--- config.mk ---
export PLATFORM = sky130hd
export DESIGN_NAME = shelf_rectangle_packer
export DESIGN_NICKNAME = d
export VERILOG_FILES = /design/src/sv/spk_pkg.sv /design/src/sv/shelf_rectangle_packer.sv /design/src/sv/spk_rem_div.sv /design/src/sv/spk_ctrl.sv /design/src/sv/spk_datapath.sv
export SDC_FILE = /design/constraint.sdc
export NUM_CORES = 2
export LEC_CHECK = 0
export BUFFER_PORTS_ARGS = -buffer_cell sky130_fd_sc_hd__buf_2
export CELL_PAD_IN_SITES_DETAIL_PLACEMENT = 1
export CELL_PAD_IN_SITES_GLOBAL_PLACEMENT = 2
export CORE_ASPECT_RATIO = 0.5
export CORE_MARGIN = 2
export CORE_UTILIZATION = 46
export DETAILED_ROUTE_END_ITERATION = 10
export PLACE_DENSITY_LB_ADDON = 0.1
export SLEW_MARGIN = 10
export SYNTH_ARGS = -nofsm -noshare
export SYNTH_HDL_FRONTEND = slang
export SYNTH_HIERARCHICAL = 1
export SYNTH_SLANG_ARGS = --single-unit
export TNS_END_PERCENT = 20
--- constraint.sdc ---
create_clock -name clk -period 6.59 [get_ports clk]
set_input_delay 0.3295 -clock clk [delete_from_list [all_inputs] [get_ports clk]]
set_output_delay 0.3295 -clock clk [all_outputs]
set_load 0.005 [all_outputs]
--- src/sv/spk_pkg.sv ---
`timescale 1ns / 1ps

package spk_pkg;

	// field widths
	localparam int W_DIM  = 15;
	localparam int W_MIN  = 11;
	localparam int W_ORG  = 14;
	localparam int W_STAT = 2;
	localparam int W_CFGI = 3;
	localparam int W_CFGD = 15;
	// dividend of the height rounding: height plus granule minus one
	localparam int W_DIV  = W_DIM + 1;

	// register indexes
	localparam logic [W_CFGI-1:0] CFG_ATLAS_W  = 3'd0;
	localparam logic [W_CFGI-1:0] CFG_ATLAS_H  = 3'd1;
	localparam logic [W_CFGI-1:0] CFG_MIN_SIZE = 3'd2;
	localparam logic [W_CFGI-1:0] CFG_ORIGIN_X = 3'd3;
	localparam logic [W_CFGI-1:0] CFG_ORIGIN_Y = 3'd4;

	// result status codes
	localparam logic [W_STAT-1:0] ST_PLACED    = 2'd0;
	localparam logic [W_STAT-1:0] ST_TOO_LARGE = 2'd1;
	localparam logic [W_STAT-1:0] ST_NO_ROOM   = 2'd2;
	localparam logic [W_STAT-1:0] ST_TABLE_FULL = 2'd3;

	// one stripe table entry
	typedef struct packed {
		logic [W_DIM-1:0] height;
		logic [W_DIM-1:0] top;
		logic [W_DIM-1:0] room;
	} stripe_t;

	// controller to datapath
	typedef struct packed {
		logic load;
		logic scan;
		logic place;
	} dp_cmd_t;

	// datapath to controller
	typedef struct packed {
		logic oversize;
		logic div_done;
		logic scan_end;
	} dp_stat_t;

endpackage

--- src/sv/shelf_rectangle_packer.sv ---
`timescale 1ns / 1ps

// Shelf allocator for rectangles in a fixed atlas. A request is taken when
// start is high and busy is low; its single result appears on status, pos_x
// and pos_y for exactly one cycle while done is high, and must be taken then,
// as the block cannot hold it. A request first passes through the remainder
// divider that rounds its height, then scans the stripe table one entry a
// cycle through its registered read port, ending early on the first fit, and
// is then placed; an oversized request skips the wait for the divider and the
// scan. busy drops as done rises, so a new start can be given in the cycle the
// result is shown. The user must see that configuration is written through
// cfg_we/cfg_index/cfg_wdata only while idle; the block does not enforce this.
// Geometry writes empty the stripe table at once.
module shelf_rectangle_packer
	import spk_pkg::*;
#(
	parameter int MAX_STRIPES = 64
) (
	input  logic              clk,
	input  logic              arst_n,
	input  logic              start,
	output logic              busy,
	input  logic [W_DIM-1:0]  req_width,
	input  logic [W_DIM-1:0]  req_height,
	output logic              done,
	output logic [W_STAT-1:0] status,
	output logic [W_DIM-1:0]  pos_x,
	output logic [W_DIM-1:0]  pos_y,
	input  logic              cfg_we,
	input  logic [W_CFGI-1:0] cfg_index,
	input  logic [W_CFGD-1:0] cfg_wdata
);

	dp_cmd_t  cmd;
	dp_stat_t stat;

	// request sequencing
	spk_ctrl u_ctrl (
		.clk    (clk),
		.arst_n (arst_n),
		.start  (start),
		.stat   (stat),
		.cmd    (cmd),
		.busy   (busy),
		.done   (done)
	);

	// stripe table, rounding and placement
	spk_datapath #(
		.MAX_STRIPES (MAX_STRIPES)
	) u_dp (
		.clk        (clk),
		.arst_n     (arst_n),
		.cfg_we     (cfg_we),
		.cfg_index  (cfg_index),
		.cfg_wdata  (cfg_wdata),
		.req_width  (req_width),
		.req_height (req_height),
		.cmd        (cmd),
		.stat       (stat),
		.status     (status),
		.pos_x      (pos_x),
		.pos_y      (pos_y)
	);

endmodule

--- src/sv/spk_rem_div.sv ---
`timescale 1ns / 1ps

module spk_rem_div
	import spk_pkg::*;
(
	input  logic             clk,
	input  logic             arst_n,
	input  logic             start,
	input  logic [W_DIV-1:0] dividend,
	input  logic [W_MIN-1:0] divisor,
	output logic [W_MIN-1:0] rem,
	output logic             done
);

	localparam int CNT_W = $clog2(W_DIV + 1);

	logic [CNT_W-1:0] cnt_q;
	logic [W_DIV-1:0] shift_q;
	logic [W_MIN-1:0] rem_q;
	logic [W_MIN:0]   trial;

	// bring down the next dividend bit
	assign trial = {rem_q, shift_q[W_DIV-1]};

	// restoring division, one quotient bit a cycle, remainder kept only
	always_ff @(posedge clk or negedge arst_n) begin
		if (!arst_n) begin
			cnt_q <= '0;
		end else if (start) begin
			cnt_q <= CNT_W'(W_DIV);
		end else if (cnt_q != '0) begin
			cnt_q <= cnt_q - 1'b1;
		end
	end

	always_ff @(posedge clk) begin
		if (start) begin
			shift_q <= dividend;
			rem_q   <= '0;
		end else if (cnt_q != '0) begin
			shift_q <= {shift_q[W_DIV-2:0], 1'b0};
			if (trial >= {1'b0, divisor}) begin
				rem_q <= W_MIN'(trial - {1'b0, divisor});
			end else begin
				rem_q <= trial[W_MIN-1:0];
			end
		end
	end

	assign rem  = rem_q;
	assign done = (cnt_q == '0);

endmodule

--- src/sv/spk_ctrl.sv ---
`timescale 1ns / 1ps

module spk_ctrl
	import spk_pkg::*;
(
	input  logic     clk,
	input  logic     arst_n,
	input  logic     start,
	input  dp_stat_t stat,
	output dp_cmd_t  cmd,
	output logic     busy,
	output logic     done
);

	localparam logic [1:0] S_IDLE  = 2'd0;
	localparam logic [1:0] S_DIV   = 2'd1;
	localparam logic [1:0] S_SCAN  = 2'd2;
	localparam logic [1:0] S_PLACE = 2'd3;

	logic [1:0] state_q;
	logic [1:0] state_d;
	logic       done_q;

	// sequencing of one request
	always_comb begin
		state_d = state_q;
		cmd     = '0;
		case (state_q)
			S_IDLE: begin
				if (start) begin
					cmd.load = 1'b1;
					state_d  = S_DIV;
				end
			end
			S_DIV: begin
				if (stat.oversize) begin
					state_d = S_PLACE;
				end else if (stat.div_done) begin
					state_d = S_SCAN;
				end
			end
			S_SCAN: begin
				cmd.scan = 1'b1;
				if (stat.scan_end) begin
					state_d = S_PLACE;
				end
			end
			S_PLACE: begin
				cmd.place = 1'b1;
				state_d   = S_IDLE;
			end
			default: begin
				state_d = S_IDLE;
			end
		endcase
	end

	always_ff @(posedge clk or negedge arst_n) begin
		if (!arst_n) begin
			state_q <= S_IDLE;
			done_q  <= 1'b0;
		end else begin
			state_q <= state_d;
			done_q  <= (state_q == S_PLACE);
		end
	end

	assign busy = (state_q != S_IDLE);
	assign done = done_q;

endmodule

--- src/sv/spk_datapath.sv ---
`timescale 1ns / 1ps

module spk_datapath
	import spk_pkg::*;
#(
	parameter int MAX_STRIPES = 64
) (
	input  logic              clk,
	input  logic              arst_n,
	input  logic              cfg_we,
	input  logic [W_CFGI-1:0] cfg_index,
	input  logic [W_CFGD-1:0] cfg_wdata,
	input  logic [W_DIM-1:0]  req_width,
	input  logic [W_DIM-1:0]  req_height,
	input  dp_cmd_t           cmd,
	output dp_stat_t          stat,
	output logic [W_STAT-1:0] status,
	output logic [W_DIM-1:0]  pos_x,
	output logic [W_DIM-1:0]  pos_y
);

	localparam int CW = $clog2(MAX_STRIPES + 1);
	localparam int AW = (MAX_STRIPES > 1) ? $clog2(MAX_STRIPES) : 1;

	// configuration and stripe bookkeeping
	logic [W_DIM-1:0]  aw_q;
	logic [W_DIM-1:0]  ah_q;
	logic [W_MIN-1:0]  g_q;
	logic [W_ORG-1:0]  ox_q;
	logic [W_ORG-1:0]  oy_q;
	logic [CW-1:0]     count_q;
	logic [W_DIM-1:0]  vroom_q;

	// request
	logic [W_DIM-1:0]  w_q;
	logic [W_DIM-1:0]  h_q;
	logic [W_DIV-1:0]  v_q;
	logic [W_DIV-1:0]  v_in;
	logic              oversize_q;
	logic [W_DIV-1:0]  rh_q;
	logic [W_DIV-1:0]  rh_d;

	// divider
	logic [W_MIN-1:0]  rem;
	logic              div_done;

	// stripe table and scan
	stripe_t           mem_q [MAX_STRIPES];
	logic [CW-1:0]     idx_q;
	logic              issue;
	logic              rd_valid_s1;
	logic [AW-1:0]     rd_idx_s1;
	stripe_t           rd_word_s1;
	logic              match;
	logic              hit;
	logic              found_q;
	logic [AW-1:0]     sel_idx_q;
	stripe_t           sel_word_q;

	// placement
	logic              vfail;
	logic              full;
	logic [W_DIM-1:0]  base_room;
	logic [W_DIM-1:0]  left_room;
	logic [W_DIM-1:0]  new_room;
	logic [W_DIM-1:0]  new_top;
	logic [W_DIM-1:0]  place_top;
	logic              wr_en;
	logic [AW-1:0]     wr_addr;
	stripe_t           wr_word;
	logic              open_new;
	logic [W_STAT-1:0] status_d;

	assign v_in = {1'b0, req_height} + {{(W_DIV-W_MIN){1'b0}}, g_q} - 1'b1;

	spk_rem_div u_div (
		.clk      (clk),
		.arst_n   (arst_n),
		.start    (cmd.load),
		.dividend (v_in),
		.divisor  (g_q),
		.rem      (rem),
		.done     (div_done)
	);

	// rounded height: value plus granule minus one, less the remainder; the plain height when the granule is zero
	assign rh_d = (g_q == '0) ? {1'b0, h_q} : v_q - {{(W_DIV-W_MIN){1'b0}}, rem};

	// request capture and rounded height
	always_ff @(posedge clk) begin
		if (cmd.load) begin
			w_q        <= req_width;
			h_q        <= req_height;
			v_q        <= v_in;
			oversize_q <= (req_width > aw_q) || (req_height > ah_q);
		end
		rh_q <= rh_d;
	end

	// scan over open stripes, one read issued a cycle
	assign issue = cmd.scan && !hit && (idx_q < count_q);
	assign match = (rd_word_s1.room >= w_q) && ({1'b0, rd_word_s1.height} == rh_q);
	assign hit   = rd_valid_s1 && match;

	always_ff @(posedge clk or negedge arst_n) begin
		if (!arst_n) begin
			idx_q       <= '0;
			rd_valid_s1 <= 1'b0;
			found_q     <= 1'b0;
		end else if (cmd.load) begin
			idx_q       <= '0;
			rd_valid_s1 <= 1'b0;
			found_q     <= 1'b0;
		end else begin
			rd_valid_s1 <= issue;
			if (issue) begin
				idx_q <= idx_q + 1'b1;
			end
			if (cmd.scan && hit) begin
				found_q <= 1'b1;
			end
		end
	end

	// table read port and hit capture
	always_ff @(posedge clk) begin
		if (issue) begin
			rd_word_s1 <= mem_q[idx_q[AW-1:0]];
			rd_idx_s1  <= idx_q[AW-1:0];
		end
		if (cmd.scan && hit) begin
			sel_idx_q  <= rd_idx_s1;
			sel_word_q <= rd_word_s1;
		end
	end

	// placement decision
	assign vfail     = (rh_q > {1'b0, vroom_q}) || (vroom_q < {{(W_DIM-W_MIN){1'b0}}, g_q});
	assign full      = (count_q == CW'(MAX_STRIPES));
	assign base_room = found_q ? sel_word_q.room : aw_q;
	assign left_room = base_room - w_q;
	assign new_room  = (left_room < {{(W_DIM-W_MIN){1'b0}}, g_q}) ? '0 : left_room;
	assign new_top   = ah_q - vroom_q;
	assign place_top = found_q ? sel_word_q.top : new_top;

	always_comb begin
		open_new = 1'b0;
		wr_en    = 1'b0;
		wr_addr  = sel_idx_q;
		wr_word  = sel_word_q;
		wr_word.room = new_room;
		if (oversize_q) begin
			status_d = ST_TOO_LARGE;
		end else if (found_q) begin
			status_d = ST_PLACED;
			wr_en    = cmd.place;
		end else if (vfail) begin
			status_d = ST_NO_ROOM;
		end else if (full) begin
			status_d = ST_TABLE_FULL;
		end else begin
			status_d       = ST_PLACED;
			open_new       = cmd.place;
			wr_en          = cmd.place;
			wr_addr        = count_q[AW-1:0];
			wr_word.height = rh_q[W_DIM-1:0];
			wr_word.top    = new_top;
		end
	end

	// table write port
	always_ff @(posedge clk) begin
		if (wr_en) begin
			mem_q[wr_addr] <= wr_word;
		end
	end

	// result registers
	always_ff @(posedge clk) begin
		if (cmd.place) begin
			status <= status_d;
			if (status_d == ST_PLACED) begin
				pos_x <= {1'b0, ox_q} + (aw_q - base_room);
				pos_y <= {1'b0, oy_q} + place_top;
			end else begin
				pos_x <= '0;
				pos_y <= '0;
			end
		end
	end

	// configuration registers; geometry writes empty the stripe table
	always_ff @(posedge clk or negedge arst_n) begin
		if (!arst_n) begin
			aw_q    <= W_DIM'(2048);
			ah_q    <= W_DIM'(2048);
			g_q     <= W_MIN'(32);
			ox_q    <= '0;
			oy_q    <= '0;
			count_q <= '0;
			vroom_q <= W_DIM'(2048);
		end else if (cfg_we) begin
			case (cfg_index)
				CFG_ATLAS_W: begin
					aw_q    <= cfg_wdata[W_DIM-1:0];
					count_q <= '0;
					vroom_q <= ah_q;
				end
				CFG_ATLAS_H: begin
					ah_q    <= cfg_wdata[W_DIM-1:0];
					count_q <= '0;
					vroom_q <= cfg_wdata[W_DIM-1:0];
				end
				CFG_MIN_SIZE: begin
					g_q     <= cfg_wdata[W_MIN-1:0];
					count_q <= '0;
					vroom_q <= ah_q;
				end
				CFG_ORIGIN_X: begin
					ox_q <= cfg_wdata[W_ORG-1:0];
				end
				CFG_ORIGIN_Y: begin
					oy_q <= cfg_wdata[W_ORG-1:0];
				end
				default: begin
				end
			endcase
		end else if (open_new) begin
			count_q <= count_q + 1'b1;
			vroom_q <= vroom_q - rh_q[W_DIM-1:0];
		end
	end

	assign stat.oversize = oversize_q;
	assign stat.div_done = div_done;
	assign stat.scan_end = hit || (idx_q == count_q);

endmodule

; Word-level counts from Yosys, hierarchy flattened
; Memories as Yosys holds them, arrays and structs flattened. A register that Yosys moved wholly into a read port is not among the register bits.
; Index checks and enable logic that the tools add are counted.
[totals]
regBits = 287
latch_bits = 0
ram_bits = 2880
rom_bits = 0
in_bits = 52
mem_count = 1
[mem_list]
columns = name, depth, word_bits, rd, rd_clocked_by_memory_dff, wr, line_no
row1 = u_dp.mem_q, 64, 45, 1, 1, 1, spk_datapath.sv:48  ; stripe_t mem_q [MAX_STRIPES];
[op_classes]
n_addsub = 13
mul = 0
div_mod_pow = 0
magnitude_cmp = 8
eq_ne = 15
n_shift = 0
muxes = 49
n_bitwise = 0
n_reduce_logical = 30
[op_table]
columns = cell, n
row1 = 2-to-1 mux 30 bit, 4
row2 = 2-to-1 mux 15 bit, 6
row3 = subtractor 15 bit, 4
row4 = 2-to-1 mux 7 bit, 5
row5 = 2-to-1 mux 16 bit, 2
row6 = adder 14 x 15 -> 15 bit, 2
row7 = greater-than comparator 15 bit, 2
row8 = less-than comparator 15 x 11 -> 1 bit, 2
row9 = one-hot mux 15 bit (2 select lines), 1
row10 = 2-to-1 mux 6 bit, 4
row11 = adder 15 x 11 -> 16 bit, 1
row12 = == test 15 x 16 -> 1 bit, 1
row13 = greater-than comparator 16 x 15 -> 1 bit, 1
row14 = 2-to-1 mux 2 bit, 8
row15 = "subtractor 16 x 1 -> 16 bit, second input constant", 1
row16 = subtractor 16 x 11 -> 16 bit, 1
row17 = >= comparator 15 bit, 1
row18 = 2-to-1 mux 1 bit, 15
row19 = "adder 7 x 1 -> 7 bit, second input constant", 2
row20 = AND reduction 2 bit, 7
row21 = >= comparator 12 x 11 -> 1 bit, 1
row22 = logical NOT 11 bit, 1
row23 = 2-to-1 mux 11 bit, 1
row24 = subtractor 11 bit, 1
row25 = other kinds (25), 41

; Depth between registers and ports, before layout
[logic_depth]
ltp_word = 8
ltp_mapped = 19
depth_no_buf = 19

; Hierarchy
; The synthesis kept the hierarchy.
[modules_own_cells]
columns = module, n_inst, cells_per_inst, area_each_um2, seq_area_each_um2
row1 = spk_datapath, 1, 6036, 128024.0, 94745.9
row2 = spk_rem_div, 1, 212, 2205.9, 825.8
row3 = spk_ctrl, 1, 24, 236.5, 75.1

; Worst setup path before layout
; Ideal clock, no wire load.
[synth_path]
path_kind = register -> register
from = register u_dp.found_q
to = memory u_dp/mem_q[0][3] (netlist bit) (data pin)
setup_ns = 0.515
arrival_time_ns = 6.586
path_slack_ns = -0.511
path_stages_with_launch = 14
path_buffers = 2
path_cell_list = dfrtp_1 > buf_1 > clkbuf_1 > o21ai_0 > fa_1 > a211oi_1 > o21ai_0 > a211oi_1 > o21ai_0 > a31oi_1 > o21bai_1 > xnor2_1 > nor4_4 > nor2b_1
[synth_via]
elab_chain_cells = 4
[synth_lines]
columns = item, line_no
row1 = start: declaration, spk_datapath.sv:56  ; logic found_q;
row2 = start signal: assignment, spk_datapath.sv:109  ; found_q <= 1'b0;
row3 = start signal: assignment, spk_datapath.sv:113  ; found_q <= 1'b0;
row4 = start signal: assignment, spk_datapath.sv:120  ; found_q <= 1'b1;
row5 = 2-to-1 mux 15 bit (*), spk_datapath.sv:140  ; assign base_room = found_q ? sel_word_q.room : aw_q;
row6 = subtractor 15 bit (*), spk_datapath.sv:141  ; assign left_room = base_room - w_q;
row7 = less-than comparator 15 x 11 -> 1 bit, spk_datapath.sv:142  ; assign new_room = (left_room < {{(W_DIM-W_MIN){1'b0}}, g_q}) ? '0 : left_room;
row8 = 2-to-1 mux 15 bit (*), spk_datapath.sv:142
row9 = named net u_dp.new_room[3], spk_datapath.sv:65  ; logic [W_DIM-1:0] new_room;
row10 = end: declaration, spk_datapath.sv:48
; Mark *: on every way through the listed nets, which the timed path passes. The rest lies on a longest branch.

; Worst setup path in the final report
[layout_path]
from = register u_dp.found_q
to = memory u_dp/mem_q[9][1] (netlist bit) (data pin)
; The elaborated chain is that of the path after synthesis.

==> impl_results.md <==
* Count of synthesis-stage warnings from yosys at 6
* Wire length per cell at 36.37 um
* Number of antenna violations at the first check in global routing at 46
* Clk sink count at 3,212
* Clock buffers created by TritonCTS at 295
* Sequential cell area at 95,670 sq um
* Final-report max-slew violation count at 0
* Initial Util at 0.4619
* Number of instances in the synthesized netlist at 6,272
* Fin Clk Skew at 96.03 ps
* Ys flop type: sky130_fd_sc_hd__edfxtp_1
* Result of the run: finished clean
* Cell at the root of the clock tree: sky130_fd_sc_hd__clkbuf_16
* Clock-pin slew of the registers on the worst-case setup and hold paths at 70 ps
* Clock period minus worst slack at 5519 ps
* Most repeated cell in the gate-level netlist after synthesis: sky130_fd_sc_hd__edfxtp_1
* Summed negative setup slack over all endpoints at 0 ps
* Startpoint types: flip-flop
* Highest clock rate at 0.1812 GHz
* Vias in the first global route at 68,664
* Ratio of total power to cell area at 421.3 nW/um^2
* Fraction of layout cells with a size suffix above 1 at 0.2739
* Worst r2r path cells at 17
* Longest individual stage delay on the worst path at 610 ps
* Critical path's slowest cell: sky130_fd_sc_hd__o21ai_0
* Number of gates on the worst path with buffers counted at 17
* Gp weighted congestion at 0.8477
* Layout area overhead at 13.14%
* Setup-failing EPs final at 0
* Number of ports placed on the die boundary at 86
* Area taken by multi-input logic gates at 33,630 sq um
* Port-buffer cells at 85
* Routed length on met1 at 164.5 mm
* Routed via count at 66,671
* DRC errors left at 0
* Worst Hold Path Cells at 5
* Number of setup buffers added after CTS at 0
* Highest net fanout along the worst path at 64
* Flops & latches, synth at 3,212
* Top cell by count, worst path: sky130_fd_sc_hd__buf_4
* Met2 WL post-DR at 175.3 mm
* Req. time, crit path at 7090 ps
* Cell type contributing the most total cell area after synthesis: sky130_fd_sc_hd__edfxtp_1
* Proportion of netlist area held by the largest area contributor at 0.7082
* Worst setup path class: reg2reg
* Count of buffering cells on the critical path with inverters included at 3
* Top cells by area, synth: sky130_fd_sc_hd__edfxtp_1 71%, sky130_fd_sc_hd__mux4_2 16%, sky130_fd_sc_hd__ha_1 2.1%
* Buffer levels on the longest clock path at 4
* Detailed-route vias per instance at 6.247
* Core Area at 282,500 sq um
* Cell family contributing the most delay on the critical path: compound AO/OA/AOI/OAI gates
* Worst Path Arrival at 6020 ps
* Portion of the clock cycle consumed by the worst path in the final layout at 0.8375
* Post-Synthesis Mean Instance Area at 20.80 sq um
* FFs w/ async S/R, synth at 0.03362
* ANT nets after route at 0
* Die boundary width at 757.2 um
* HP Class: in2reg
* Reg2Reg Capture Point: u_dp/mem_q[9][1]$_DFFE_PP_
* Maximum level of the CTS H-tree at 5
* CTS tree: built
* Clk_lat worst skew at 910 ps
* Minimum setup slack among reg-to-reg paths at 1070 ps
* Number of enable flip-flop cells after synthesis at 3,077
* Fillcell total at 24,680
* Count of endpoints failing hold in the final timing report at 0
* Overall routed net length at 388.1 mm
* Max Cap Viol at 0
* Gr ovfl total at 0
* Top layer reached by signal wires: met5
* Wire length of the first global-routing pass at 544.0 mm
* Area of the mapped netlist at 130,500 sq um
* Num rows at 138
* RSZ-0062 raised after global routing: no
* Worst slew pin tran at 1234 ps
* Sequential cell area fraction in the yosys report at 0.7331
* Reg-to-Reg Start: u_dp/found_q$_DFFE_PN0P_
* Wire length on met3 at 41.16 mm
* Final HPWL from detailed placement at 232.5 mm
* Most used standard cells in the synthesized netlist: 3,077 x sky130_fd_sc_hd__edfxtp_1, 945 x sky130_fd_sc_hd__mux4_2, 227 x sky130_fd_sc_hd__inv_1
* Library cells used by synthesis at 96
* Maximum vdd drop at 363.3 uV
* Drt pass-1 iters at 6
* Total Routing Usage GR at 0.2701
* Worst setup EP type: flip-flop
* Series of cell instances along the critical path: buf_4, o21ai_0, ha_1, nor2b_1, o2111ai_1, nand2_1, nor2_1, xnor2_1, ha_1, a2111oi_0, a21oi_1, a211oi_1, o21ai_0, nor4_4, buf_4, and2b_1, buf_4
* Post-cts resize count at 0
* Hold worst-path end: u_dp/vroom_q[6]$_DFFE_PN0P_
* Pin count of the biggest net entering global routing at 103
* Launch point of the worst hold path: cfg_index[2]
* Syn nets at 6,562
* Static leakage at 46.54 nW
* Worst slack on hold paths at 76.11 ps
* Die area at 288,200 sq um
* Normalized max-slew margin at 0.1709
* Net count reported at finish at 6,940
* Die Y at 380.6 um
* Initial DRC count at 8,760
## how the worst max path moves through the flow
stage                                  start                     endpoint  slack [ps]
floorplan           u_dp/found_q$_DFFE_PN0P_   u_dp/mem_q[0][9]$_DFFE_PP_         360
global placement    u_dp/found_q$_DFFE_PN0P_  u_dp/mem_q[30][1]$_DFFE_PP_        1000
detailed placement  u_dp/found_q$_DFFE_PN0P_  u_dp/mem_q[56][6]$_DFFE_PP_        1030
CTS                 u_dp/found_q$_DFFE_PN0P_  u_dp/mem_q[60][6]$_DFFE_PP_        1060
global route        u_dp/found_q$_DFFE_PN0P_  u_dp/mem_q[14][1]$_DFFE_PP_         690
finish              u_dp/found_q$_DFFE_PN0P_   u_dp/mem_q[9][1]$_DFFE_PP_        1070
## per-layer routing
metal / vias up / track usage
li1: 26678 / -
met1: 36372 / 0.4067
met2: 3129 / 0.4059
met3: 468 / 0.06972
met4: 24 / 0.04653
met5: - / 0
## cell type report
| type | count | area share |
|---|---|---|
| diodes | 22 | 0.0003730 |
| clock buffers | 363 | 0.05288 |
| clock inverters | 154 | 0.009621 |
| inverters | 230 | 0.005849 |
| multi-input cells | 2540 | 0.2278 |
| flip-flops and latches | 3212 | 0.6481 |
| well taps | 3780 | 0.03204 |
| repair buffers | 371 | 0.02332 |
## logic make-up after synthesis
logic type	count (synthesis)	share of synthesized area
buffers and inverters	520	0.01697
adder cells (fa/ha/maj)	238	0.02403
AND/OR/NAND/NOR	678	0.02572
flip-flops	3212	0.7331
multiplexers	1022	0.1695
XOR/XNOR	105	0.007049
AO/OA/AOI/OAI	497	0.02357
## repair_timing
action | CTS | global route
hold endpoints to repair | 156 | 0
endpoints found under the setup margin | 0 | 0
hold buffers | 50 | 0
## registers in the layout, summed over array words and instances, names as in the netlist, 14 cells and up
name,flops
u_dp/vroom_q,15
u_dp/ah_q,15
u_dp/h_q,15
u_dp/oy_q,14
u_dp/u_div/shift_q,16
u_dp/mem_q,2880
u_dp/w_q,15
u_dp/pos_y,15
u_dp/sel_word_q,45
u_dp/ox_q,14
u_dp/v_q,16
u_dp/rd_word_s1,45
u_dp/aw_q,15
u_dp/pos_x,15
u_dp/rh_q,16
## through the flow
stage | std cells | util | total power [mW] | worst slack [ps] | cell area (sq um)
after floorplan | 6272 | - | 38.60 | 364.5 | 130500
after global placement | 10077 | 0.4874 | 44.85 | 1004 | 137700
after detailed placement | 10077 | 0.4874 | 45.42 | 1029 | 137700
after CTS | 10644 | 0.5219 | 62.41 | 1063 | 147400
after global routing | 10650 | 0.5224 | 64.66 | 687.4 | 147600
final | 10672 | 0.5226 | 62.19 | 1071 | 147600
## power by group
group | switching [mW] | internal [mW]
Combinational | 11.5 | 7.13
Clock | 7.68 | 9.32
Sequential | 0.678 | 25.9
## tightest hold or removal path, delay by kind of cell
kind | cells | cell delay [ps]
compound gates | 3 | 300
simple gates | 1 | 70
buf+inv | 1 | 190
## cell usage in the layout, fill, tap and decap left out, types with 27 or more instances in the layout
| cell | Yosys | final |
|---|---|---|
| sky130_fd_sc_hd__a21o_1 | 30 | 30 |
| sky130_fd_sc_hd__a21oi_1 | 142 | 105 |
| sky130_fd_sc_hd__a21oi_4 | 1 | 38 |
| sky130_fd_sc_hd__buf_12 | 1 | 56 |
| sky130_fd_sc_hd__buf_2 | 70 | 84 |
| sky130_fd_sc_hd__buf_4 | 18 | 179 |
| sky130_fd_sc_hd__clkbuf_1 | 146 | 58 |
| sky130_fd_sc_hd__clkbuf_16 | 0 | 301 |
| sky130_fd_sc_hd__clkinv_1 | 2 | 66 |
| sky130_fd_sc_hd__clkinv_2 | 0 | 36 |
| sky130_fd_sc_hd__dfrtp_1 | 104 | 97 |
| sky130_fd_sc_hd__dfxtp_1 | 27 | 27 |
| sky130_fd_sc_hd__dlygate4sd3_1 | 0 | 49 |
| sky130_fd_sc_hd__edfxtp_1 | 3077 | 3077 |
| sky130_fd_sc_hd__ha_1 | 217 | 216 |
| sky130_fd_sc_hd__inv_1 | 227 | 227 |
| sky130_fd_sc_hd__mux2_2 | 51 | 51 |
| sky130_fd_sc_hd__mux4_2 | 945 | 945 |
| sky130_fd_sc_hd__nand2_1 | 180 | 174 |
| sky130_fd_sc_hd__nand3_1 | 97 | 97 |
| sky130_fd_sc_hd__nand4_1 | 34 | 34 |
| sky130_fd_sc_hd__nor2_1 | 131 | 128 |
| sky130_fd_sc_hd__nor2b_1 | 41 | 34 |
| sky130_fd_sc_hd__nor3_1 | 76 | 47 |
| sky130_fd_sc_hd__nor3_2 | 0 | 29 |
| sky130_fd_sc_hd__o21ai_0 | 165 | 140 |
| sky130_fd_sc_hd__xnor2_1 | 63 | 60 |
| sky130_fd_sc_hd__xor2_1 | 42 | 42 |
Power figures use the tool's default switching activity.
